**src/rtl/erc_ram.sv**
```systemverilog
// generic single-write, single-read ram with registered read data
`default_nettype none
module erc_ram #(
  parameter int WIDTH = 8,
  parameter int DEPTH = 16
) (
  input  wire logic                     clk,
  input  wire logic                     we,
  input  wire logic [$clog2(DEPTH)-1:0] waddr,
  input  wire logic [WIDTH-1:0]         wdata,
  input  wire logic [$clog2(DEPTH)-1:0] raddr,
  output logic      [WIDTH-1:0]         rdata
);
  logic [WIDTH-1:0] mem [DEPTH];

  always_ff @(posedge clk) begin
    if (we) begin
      mem[waddr] <= wdata;
    end
    rdata <= mem[raddr];
  end
endmodule
`default_nettype wire

```
**config.mk**
```make
export PLATFORM = sky130hd
export DESIGN_NAME = erc_ram
export DESIGN_NICKNAME = d
export VERILOG_FILES = /design/src/rtl/erc_ram.sv
export SDC_FILE = /design/constraint.sdc
export NUM_CORES = 1
export LEC_CHECK = 0
export ABC_AREA = 1
export CORE_MARGIN = 4
export CORE_UTILIZATION = 49
export CTS_CLUSTER_DIAMETER = 30
export DETAILED_ROUTE_END_ITERATION = 16
export DONT_BUFFER_PORTS = 1
export PLACE_DENSITY = 0.73
export RECOVER_POWER = 50
export SLEW_MARGIN = 40
export SYNTH_ARGS = -nofsm -noshare
export SYNTH_HDL_FRONTEND = slang
export SYNTH_SLANG_ARGS = --single-unit
export TNS_END_PERCENT = 20
```
**constraint.sdc**
```tcl
create_clock -name clk -period 1.7 [get_ports clk]
set_input_delay 0.085 -clock clk [delete_from_list [all_inputs] [get_ports clk]]
set_output_delay 0.085 -clock clk [all_outputs]
set_load 0.1 [all_outputs]
```
==> results.py <==
metrics = {
    "clock_network": {
        "cts-htree-levels": 4,
        "cts_tree": "yes",
        "clock_latency_ps": 400,
        "clk_path_buf_depth": 2,
        "clock-sinks": 136,
        "numCtsBuffers": 17,
        "clk_pin_slew_ps": 60,
        "cts_root_buf": "clkbuf_16",
    },
    "worst_setup_path": {
        "reg2reg_depth": 7,
        "r2r_end": "rdata[6]",
        "endpoint_kind": "flip-flop",
        "r2r-start": "mem[9][6]",
        "critPathArrivalTime_ps": 1750,
        "path_class": "reg2reg",
        "rrSetupSlack_ps": 240,
        "crit_fanout": 1,
        "start_kind": "flip-flop",
        "crit_required_ps": 2000,
    },
    "sta": {
        "hold_violations": 0,
        "maxSlewHeadroom": 0.465,
        "period_share": 0.857,
        "grt_setup_unrepaired": "false",
        "finalSetupViolCount": 0,
        "fmax_ghz": 0.686,
        "timing.setup.tns_ps": 0,
        "worst_pin_slew_ps": 799,
        "period_minus_slack_ps": 1460,
        "skew_ps": 5.99,
        "slew_violations": 0,
    },
    "cells_and_area": {
        "nets": 599,
        "layoutNonFillerInstCount": 738,
        "area_growth_pct": 14.7,
        "drive_gt1_frac": 0.0623,
        "final_util": 0.577,
    },
    "grt": {
        "grt_pass1_wl_mm": 20.3,
        "antenna_found_initial": 1,
        "grt_max_degree": 66,
        "grt_pass1_vias": 3795,
        "grt-ovfl-total": 0,
        "grt_use_total": 0.205,
    },
    "routing": {
        "first_pass_iters": 6,
        "drt_iter0_drc": 356,
        "drt-wirelength-per-cell_um": 17.6,
        "viasPerCell": 5.25,
        "via_count": 3875,
        "drc": 0,
        "wl_mm": 13.0,
        "ant_nets": 0,
    },
    "logic_synthesis": {
        "postSynthNetCount": 569,
        "netlist_instances": 551,
        "yosysWarnings": 0,
        "yosysSeqAreaShare": 0.694,
        "synthDistinctLibCells": 12,
        "post_synth.cell_area_avg_um2": 10.5,
        "synth_area_um2": 5770,
        "ys_ff_latch": 136,
    },
    "outcome": {
        "status": "finished, final reports clean",
    },
    "floorplanning": {
        "die-height_um": 116,
        "rows": 39,
        "die_w_um": 116,
        "core_area_um2": 11500,
        "start_util": 0.503,
        "dieArea_um2": 13600,
        "io_pins": 26,
    },
    "flow_run": {
        "cap_violations": 0,
    },
    "power": {
        "power_switching_mw": 1.79,
        "internal_power_mw": 6.04,
        "ir_worst_vdd_mv": 0.813,
        "p_leak_nw": 2.80,
        "seqPwrFrac": 0.482,
        "power_frac_clock": 0.444,
        "p_per_area_nw_per_um2": 1180,
        "pwr-share-comb": 0.074,
        "sw_frac_of_total": 0.229,
    },
    "min_path": {
        "hp-start": "raddr[1]",
        "hold_class": "in2reg",
        "min_delay_path_depth": 4,
        "whs_endpoint": "rdata[0]",
    },
    "placement": {
        "placed_cells": 691,
        "gp_congestion": 0.846,
        "portBuffers": 0,
        "dp_hpwl_mm": 7.57,
    },
}
[repair_timing]
item                       in CTS  in global routing
resized for setup               0                  1
hold buffers                   14                  0
setup buffers                   0                  0
setup endpoints to repair       0                  1
hold endpoints to repair      136                  0
[logic make-up (layout without fill, tap and decap cells)]
logic type,count (synthesis),count (layout),synth area share
and+or+nand+nor,289,289,0.210
buffers and inverters,126,169,0.0952
DFF,136,136,0.694
other,0,1,0
[flip-flops by register name (all words and copies together) (netlist names)]
name	flops
rdata	8
mem	128
[worst max path at each step]
stage	start	endpoint	slack [ps]	cells past startpoint
after detailed placement	waddr[2]	mem[0][1]	440	3
after floorplan	waddr[2]	mem[10][0]	660	2
after CTS	raddr[2]	rdata[2]	110	5
after global placement	waddr[2]	mem[0][6]	510	3
after global routing	mem[14][2]	rdata[2]	150	7
final	mem[9][6]	rdata[6]	240	7
[worst max-delay path: stages (launching register included)]
cell and delay [ps]:
edfxtp_1 350, inv_1 60, nand2_1 50, nand3_1 90, nand3_1 110, nand3_1 90, dlygate4sd3_1 550, nand2_1 50
[through the flow]
stage	power, mW	hold slack, ps	cell area [um^2]	worst slack [ps]
4_1_cts	7.85	7.67	6650	106
3_5_place_dp	4.33	185	5950	438
5_1_grt	8.05	18.6	6610	145
3_3_place_gp	4.31	185	5950	507
6_report	7.83	1.17	6610	243
2_1_floorplan	4.26	184	5770	664
[final cells by class]
| cell class | instances | area [um^2] |
|---|---|---|
| Fill cell | 881 | 4850 |
| Sequential cell | 136 | 4000 |
| Multi-Input combinational cell | 289 | 1210 |
| Clock buffer | 19 | 433 |
| Inverter | 102 | 383 |
| Timing Repair Buffer | 35 | 268 |
| Tap cell | 143 | 179 |
| Clock inverter | 13 | 130 |
| Antenna cell | 1 | 2.50 |
[cell usage after synthesis]
library cell / n / area (um^2)
nand3b_1: 2 / 15.0
buf_2: 13 / 65.1
nor2_1: 17 / 63.8
nand3_1: 97 / 485
dfxtp_1: 8 / 160
inv_1: 100 / 375
buf_4: 4 / 30.0
buf_1: 1 / 3.75
nand2_1: 173 / 649
edfxtp_1: 128 / 3840
buf_6: 6 / 67.6
inv_2: 2 / 7.51
[power groups by stage]
stage          sequential (mW)  combinational, mW  clock [mW]
2_1_floorplan             4.00              0.264           0
3_3_place_gp              3.84              0.475           0
3_5_place_dp              3.84              0.486           0
4_1_cts                   3.77              0.584        3.49
5_1_grt                   3.78              0.623        3.65
6_report                  3.77              0.580        3.48
[per-layer routing]
layer	part of all wire	track usage	vias up
li1	-	-	1837
met1	0.40	0.266	1854
met2	0.50	0.336	163
met3	0.072	0.0482	21
met4	0.022	0.0789	0
met5	0	0	-
[layout by cell type, fill, tap and decap left out]
master          netlist  routed
buf_12                0       1
buf_4                 4       8
bufinv_16             0       2
clkbuf_1              0      14
clkbuf_16             0      17
clkinv_1              0       4
clkinv_4              0       1
clkinvlp_4            0       5
dfxtp_1               8       8
diode_2               0       1
dlygate4sd3_1         0      13
dlymetal6s4s_1        0       1
edfxtp_1            128     128
inv_1               100     100
inv_2                 2       2
inv_6                 0       1
nand2_1             173     173
nand3_1              97      97
nand3b_1              2       2
nor2_1               17      17
Power figures use the tool's default switching activity.
